[src/rtl/core/kwmh_pkg.sv]
package kwmh_pkg;

  localparam int MAX_RUNS  = 16;
  localparam int KEY_BYTES = 8;

  localparam int KEY_W = 64;
  localparam int RUN_W = 4;
  localparam int STS_W = 2;
  localparam int IDX_W = $clog2(MAX_RUNS);
  localparam int CNT_W = $clog2(MAX_RUNS + 1);

  localparam logic [KEY_W-1:0] KEY_MASK =
    (KEY_BYTES >= 8) ? {KEY_W{1'b1}} : ((KEY_W'(1) << (8 * KEY_BYTES)) - KEY_W'(1));

  localparam logic OP_INSERT = 1'b0;
  localparam logic OP_POP    = 1'b1;

  localparam logic [STS_W-1:0] STS_OK    = 2'd0;
  localparam logic [STS_W-1:0] STS_EMPTY = 2'd1;
  localparam logic [STS_W-1:0] STS_FULL  = 2'd2;

  typedef struct packed {
    logic             operation;
    logic [RUN_W-1:0] run_index;
    logic [KEY_W-1:0] record_key;
  } in_req_t;

  typedef struct packed {
    logic [KEY_W-1:0] popped_key;
    logic [RUN_W-1:0] popped_run;
    logic [STS_W-1:0] status;
    logic [CNT_W-1:0] occupancy;
  } out_req_t;

  typedef struct packed {
    logic [KEY_W-1:0] key;
    logic [RUN_W-1:0] run;
  } entry_t;

  localparam int ENTRY_W = $bits(entry_t);

  typedef enum logic [3:0] {
    ST_IDLE,
    ST_POP_ROOT,
    ST_POP_LAST,
    ST_DN_RDL,
    ST_DN_RDR,
    ST_DN_CMP,
    ST_UP_RD,
    ST_UP_CMP,
    ST_FIN
  } state_t;

endpackage

[src/rtl/core/kwmh_ram.sv]
module kwmh_ram #(
  parameter int WIDTH = 8,
  parameter int DEPTH = 16
) (
  input  logic                     clk,
  input  logic                     we,
  input  logic [$clog2(DEPTH)-1:0] waddr,
  input  logic [WIDTH-1:0]         wdata,
  input  logic [$clog2(DEPTH)-1:0] raddr,
  output logic [WIDTH-1:0]         rdata
);

  logic [WIDTH-1:0] mem [DEPTH];

  always_ff @(posedge clk) begin
    if (we) begin
      mem[waddr] <= wdata;
    end
    rdata <= mem[raddr];
  end

endmodule

[src/rtl/core/kway_merge_min_heap.sv]
// Binary min-heap of up to MAX_RUNS records for a k-way merge, ordered by key and then by
// run index. Each request is an insert or a pop and yields exactly one result carrying the
// status and the occupancy after the operation. The heap lives in a memory with one write
// and one registered read port, and a single key comparator walks it one level at a time:
// an insert sifts the new record up from the last slot, and a pop moves the last record to
// the root and sifts it down. A pop on an empty heap or an insert into a full heap goes
// straight to the result without writing the memory.
// The input is stalled while a request is in progress; a finished result waits in the output
// register, and the next request may be taken meanwhile.
module kway_merge_min_heap (
  input  logic               clk,
  input  logic               rst_n,
  input  logic               in_valid,
  output logic               in_stall,
  input  kwmh_pkg::in_req_t  in_data,
  output logic               out_valid,
  input  logic               out_stall,
  output kwmh_pkg::out_req_t out_data
);

  import kwmh_pkg::*;

  state_t           state_r, state_nxt;
  logic [CNT_W-1:0] cnt_r, cnt_nxt;
  entry_t           cur_r, cur_nxt;
  entry_t           best_r, best_nxt;
  logic [IDX_W-1:0] idx_r, idx_nxt;
  logic [IDX_W-1:0] bidx_r, bidx_nxt;
  logic             bchild_r, bchild_nxt;
  out_req_t         res_r, res_nxt;
  out_req_t         out_r, out_nxt;
  logic             out_valid_r, out_valid_nxt;

  logic             ram_we;
  logic [IDX_W-1:0] ram_waddr;
  entry_t           ram_wdata;
  logic [IDX_W-1:0] ram_raddr;
  entry_t           ram_rdata;

  entry_t           cmp_a, cmp_b;
  logic             cmp_lt;
  logic [IDX_W+1:0] left_w, right_w, cnt_ext;
  logic [IDX_W-1:0] idx_m1, pidx;
  logic             right_win;

  kwmh_ram #(
    .WIDTH(ENTRY_W),
    .DEPTH(MAX_RUNS)
  ) u_ram (
    .clk  (clk),
    .we   (ram_we),
    .waddr(ram_waddr),
    .wdata(ram_wdata),
    .raddr(ram_raddr),
    .rdata(ram_rdata)
  );

  // The one comparator: true when entry a leaves the heap before entry b.
  assign cmp_lt = (cmp_a.key < cmp_b.key) ||
                  ((cmp_a.key == cmp_b.key) && (cmp_a.run < cmp_b.run));

  assign left_w  = {1'b0, idx_r, 1'b1};
  assign right_w = left_w + (IDX_W+2)'(1);
  assign cnt_ext = (IDX_W+2)'(cnt_r);
  assign idx_m1  = idx_r - IDX_W'(1);
  assign pidx    = idx_m1 >> 1;

  assign in_stall  = (state_r != ST_IDLE);
  assign out_valid = out_valid_r;
  assign out_data  = out_r;

  always_comb begin
    state_nxt     = state_r;
    cnt_nxt       = cnt_r;
    cur_nxt       = cur_r;
    best_nxt      = best_r;
    idx_nxt       = idx_r;
    bidx_nxt      = bidx_r;
    bchild_nxt    = bchild_r;
    res_nxt       = res_r;
    out_nxt       = out_r;
    out_valid_nxt = out_valid_r;
    ram_we        = 1'b0;
    ram_waddr     = idx_r;
    ram_wdata     = cur_r;
    ram_raddr     = '0;
    cmp_a         = ram_rdata;
    cmp_b         = cur_r;
    right_win     = 1'b0;

    if (out_valid_r && !out_stall) begin
      out_valid_nxt = 1'b0;
    end

    case (state_r)
      ST_IDLE: begin
        if (in_valid) begin
          res_nxt = '0;
          if (in_data.operation == OP_INSERT) begin
            if (cnt_r >= CNT_W'(MAX_RUNS)) begin
              res_nxt.status    = STS_FULL;
              res_nxt.occupancy = cnt_r;
              state_nxt         = ST_FIN;
            end else begin
              cur_nxt.key       = in_data.record_key & KEY_MASK;
              cur_nxt.run       = in_data.run_index;
              idx_nxt           = cnt_r[IDX_W-1:0];
              cnt_nxt           = cnt_r + CNT_W'(1);
              res_nxt.status    = STS_OK;
              res_nxt.occupancy = cnt_r + CNT_W'(1);
              state_nxt         = ST_UP_RD;
            end
          end else begin
            if (cnt_r == '0) begin
              res_nxt.status    = STS_EMPTY;
              res_nxt.occupancy = '0;
              state_nxt         = ST_FIN;
            end else begin
              cnt_nxt           = cnt_r - CNT_W'(1);
              res_nxt.status    = STS_OK;
              res_nxt.occupancy = cnt_r - CNT_W'(1);
              ram_raddr         = '0;
              state_nxt         = ST_POP_ROOT;
            end
          end
        end
      end
      ST_POP_ROOT: begin
        res_nxt.popped_key = ram_rdata.key;
        res_nxt.popped_run = ram_rdata.run;
        ram_raddr          = cnt_r[IDX_W-1:0];
        state_nxt          = (cnt_r == '0) ? ST_FIN : ST_POP_LAST;
      end
      ST_POP_LAST: begin
        cur_nxt   = ram_rdata;
        idx_nxt   = '0;
        state_nxt = ST_DN_RDL;
      end
      ST_DN_RDL: begin
        if (left_w >= cnt_ext) begin
          ram_we    = 1'b1;
          state_nxt = ST_FIN;
        end else begin
          ram_raddr = left_w[IDX_W-1:0];
          state_nxt = ST_DN_RDR;
        end
      end
      ST_DN_RDR: begin
        cmp_a = ram_rdata;
        cmp_b = cur_r;
        if (cmp_lt) begin
          best_nxt   = ram_rdata;
          bidx_nxt   = left_w[IDX_W-1:0];
          bchild_nxt = 1'b1;
        end else begin
          best_nxt   = cur_r;
          bchild_nxt = 1'b0;
        end
        ram_raddr = right_w[IDX_W-1:0];
        state_nxt = ST_DN_CMP;
      end
      ST_DN_CMP: begin
        cmp_a     = ram_rdata;
        cmp_b     = best_r;
        right_win = (right_w < cnt_ext) && cmp_lt;
        ram_we    = 1'b1;
        if (!right_win && !bchild_r) begin
          state_nxt = ST_FIN;
        end else begin
          ram_wdata = right_win ? ram_rdata : best_r;
          idx_nxt   = right_win ? right_w[IDX_W-1:0] : bidx_r;
          state_nxt = ST_DN_RDL;
        end
      end
      ST_UP_RD: begin
        if (idx_r == '0) begin
          ram_we    = 1'b1;
          state_nxt = ST_FIN;
        end else begin
          ram_raddr = pidx;
          state_nxt = ST_UP_CMP;
        end
      end
      ST_UP_CMP: begin
        cmp_a  = cur_r;
        cmp_b  = ram_rdata;
        ram_we = 1'b1;
        if (cmp_lt) begin
          ram_wdata = ram_rdata;
          idx_nxt   = pidx;
          state_nxt = ST_UP_RD;
        end else begin
          state_nxt = ST_FIN;
        end
      end
      ST_FIN: begin
        if (!out_valid_r || !out_stall) begin
          out_valid_nxt = 1'b1;
          out_nxt       = res_r;
          state_nxt     = ST_IDLE;
        end
      end
      default: begin
        state_nxt = ST_IDLE;
      end
    endcase
  end

  always_ff @(posedge clk) begin
    if (!rst_n) begin
      state_r     <= ST_IDLE;
      cnt_r       <= '0;
      out_valid_r <= 1'b0;
    end else begin
      state_r     <= state_nxt;
      cnt_r       <= cnt_nxt;
      out_valid_r <= out_valid_nxt;
    end
  end

  always_ff @(posedge clk) begin
    cur_r    <= cur_nxt;
    best_r   <= best_nxt;
    idx_r    <= idx_nxt;
    bidx_r   <= bidx_nxt;
    bchild_r <= bchild_nxt;
    res_r    <= res_nxt;
    out_r    <= out_nxt;
  end

endmodule

[config.mk]
export PLATFORM = sky130hd
export DESIGN_NAME = kway_merge_min_heap
export DESIGN_NICKNAME = d
export VERILOG_FILES = /design/src/rtl/core/kwmh_pkg.sv /design/src/rtl/core/kwmh_ram.sv /design/src/rtl/core/kway_merge_min_heap.sv
export SDC_FILE = /design/constraint.sdc
export NUM_CORES = 2
export LEC_CHECK = 0
export BUFFER_PORTS_ARGS = -buffer_cell sky130_fd_sc_hd__clkbuf_2
export CAP_MARGIN = 20
export CORE_MARGIN = 3
export CORE_UTILIZATION = 50
export CTS_BUF_LIST = sky130_fd_sc_hd__clkbuf_8
export DETAILED_ROUTE_END_ITERATION = 10
export GPL_TIMING_DRIVEN = 0
export PLACE_DENSITY = 0.68
export SETUP_SLACK_MARGIN = 0.15
export SLEW_MARGIN = 20
export SYNTH_ARGS = -nofsm -noshare
export SYNTH_HDL_FRONTEND = slang
export SYNTH_SLANG_ARGS = --single-unit
[constraint.sdc]
create_clock -name clk -period 10.4 [get_ports clk]
set_clock_uncertainty 0.05 [all_clocks]
set_input_delay 0.52 -clock clk [delete_from_list [all_inputs] [get_ports clk]]
set_output_delay 0.52 -clock clk [all_outputs]
set_load 0.02 [all_outputs]
==> impl_metrics.toml <==
[setup_path]
crit_chain = "buf_2, clkbuf_1, buf_1, mux2i_1, nor2_1, a21oi_1, ha_1, nand4_2, nor4_4, nand4_1, nor4_4, o2111ai_1, a21boi_4, nor2_1, clkbuf_1, clkbuf_1, and2_1, a221o_1"
cp_top_family = "buffers and inverters"
critPathKind = "reg -> reg"
endpoint_kind = "flip-flop"
slowest_delay_ns = 0.89
crit_path_top_delay_cell = "buf_1"
cp-start-kind = "flip-flop"
cp.buffers_inverters = 5
cpMostUsedCell = "clkbuf_1"
crit_arrival_ns = 8.49
required_ns = 10.93
crit_fanout = 16

[timing]
hold_violations = 0
holdWs_ns = 0.112
rsz0062_at_grt = "false"
slew_headroom_pct = 19.7
slew_violations = 0
fmax_mhz = 126
finalCritPeriodShare_pct = 76.6
fin_ws_ns = 2.44
fin_crit_ns = 7.96
tightestPinTransition_ns = 1.20
setup_viol = 0

[power_and_ir_drop]
ir_drop_mv = 0.268
leakagePower_nw = 25.0
power_density_nw_per_um2 = 277

[routing]
route.detailed.drc = 0
routed-wl-met2_um = 78700
wl_um = 168000
first_iter_violations = 4124
ant_nets = 0
routed-via-count = 40000
highest_layer = "met4"
vias_per_cell = 5.86
wl_met1_um = 67800
dr.pass1.iters = 6
wl_met3_um = 15500
avgRoutedWirePerCell_um = 24.7

[synth]
yosysSeqAreaShare_pct = 70.3
synth_edf_count = 1382
synth_cell_type_count = 71
synth-main-ff-cell = "edfxtp_1"
ys_ff_latch = 1460
synthesis.area_um2 = 61200
synth.net_count = 4656
syn_inst = 4501
yosys_warnings = 0
yosys.area.top_type = "edfxtp_1"
async_reset_ff_share_pct = 0
synth.area.top_cells = "edfxtp_1 68%, nand2_1 5.8%, mux2_2 2.7%, and2_1 2.6%, a211oi_1 2.6%"
yosysMostFrequentCell = "edfxtp_1"
netlist_top_cells_count = "1382 x edfxtp_1, 952 x nand2_1, 257 x and2_1, 245 x a21oi_1, 209 x a211oi_1"
synth_top_cell_area_share_pct = 67.8
syn_avg_cell_area_um2 = 13.6

[clocking]
clk_pin_slew_ns = 0.06
cts.sinks = 1460
post_cts_buffers = 0
cts_tree = "done"
root_buffer = "clkbuf_8"
clk_latency_ns = 0.93
cts.htree.levels = 4
clk_path_buf_depth = 3
cts_buffers = 217

[placed_design]
dp_hpwl_um = 120000
place_ws_ns = 2.64
io_buffers = 148
place_congestion = 0.933

[die]
ioPinCount = 150
die_area_um2 = 127000
die_x_um = 356
die_y_um = 356
start_util_pct = 50.7
core_region_area_um2 = 121000
rows = 127

[global_routing]
grt_start_max_net_pins = 51
grt_pass1_wl_um = 248000
grt_pass1_vias = 39200
antenna_found_initial = 5
grt_overflow = 0
track_usage_pct = 26.3

[flow_run]
cap_violations = 0

[run_status]
outcome = "complete, no violations"

[finish]
areaGrowthSynthToFinish_pct = 15.1
nets = 5181
drive_gt1_share_pct = 14.9

[hold_path]
min_path_type = "in -> reg"
[state kept, by name, indices dropped and copies added, names as in the netlist, 5 cells and up]
| name | flops |
|---|---|
| out_data | 75 |
| u_ram.mem | 1088 |
| best_r | 68 |
| cur_r | 68 |
| u_ram.rdata | 68 |
| cnt_r | 5 |
| res_r | 75 |
[layer usage]
metal / track usage (%) / up-vias
met5: 0 / -
met4: 11.0 / 0
met3: 4.78 / 316
met2: 41.9 / 2024
met1: 35.8 / 19600
li1: - / 18100
[report_power, final]
group	internal, mW	switching (mW)	leakage (nW)	total (mW)
Combinational	2.11	4.44	9.37	6.55
Sequential	7.94	0.550	13.2	8.49
Clock	2.32	2.19	2.46	4.52
[cell type report]
cell class	instances	area, µm²
Sequential cell	1460	43100
Clock buffer	244	3360
Buffer	301	1270
Multi-Input combinational cell	2726	17000
Timing Repair Buffer	306	2810
Tap cell	1612	2020
Antenna cell	8	20.0
Fill cell	9308	50300
Clock inverter	163	903
Inverter	14	57.6
[stage by stage]
step | instances | area [µm²] | TNS [ns] | power (mW) | util, %
floorplan | 4501 | 61200 | 0 | 12.3 | -
global placement | 6261 | 64000 | -352.57 | 14.7 | 53.0
detailed placement | 6347 | 65500 | 0 | 15.0 | 54.2
CTS | 6826 | 70500 | 0 | 19.5 | 58.4
global route | 6828 | 70500 | 0 | 20.4 | 58.4
finish | 6834 | 70500 | 0 | 19.6 | 58.4
[repair_timing]
item / in CTS / in global routing
hold buffers: 72 / 0
hold endpoints to repair: 82 / 0
resized for setup: 0 / 0
[cells by family (layout without fill, tap and decap cells)]
group	count (synthesis)	after routing	share of synthesized area [%]
simple gates	1536	1536	11.2
flops	1460	1460	70.3
compound gates	804	804	9.43
buf+inv	315	1028	2.16
xor+xnor	6	6	0.0858
mux	298	298	5.17
fa+ha+maj	82	82	1.68
other cells	0	8	0
[path summary, 6_finish.rpt]
kind,endpoint,slack [ns],startpoint,cells past startpoint
min,res_r[6],0.11,in_data[68],2
min reg2reg,out_data[59],0.36,res_r[59],0
max,u_ram.mem[2][50],2.44,state_r[1],18
max reg2reg,u_ram.mem[2][50],2.44,state_r[1],18
[layout by cell type, fill, tap and decap left out, drive strengths merged, types with 82 or more instances in the layout]
cell	instances
a21oi	245
nand2	952
a211oi	211
clkbuf	593
mux2i	151
mux2	147
ha	82
inv	96
edfxtp	1382
nand3	150
buf	186
nor2	109
and2	263
No activity file was read; power rests on OpenSTA's default activity.
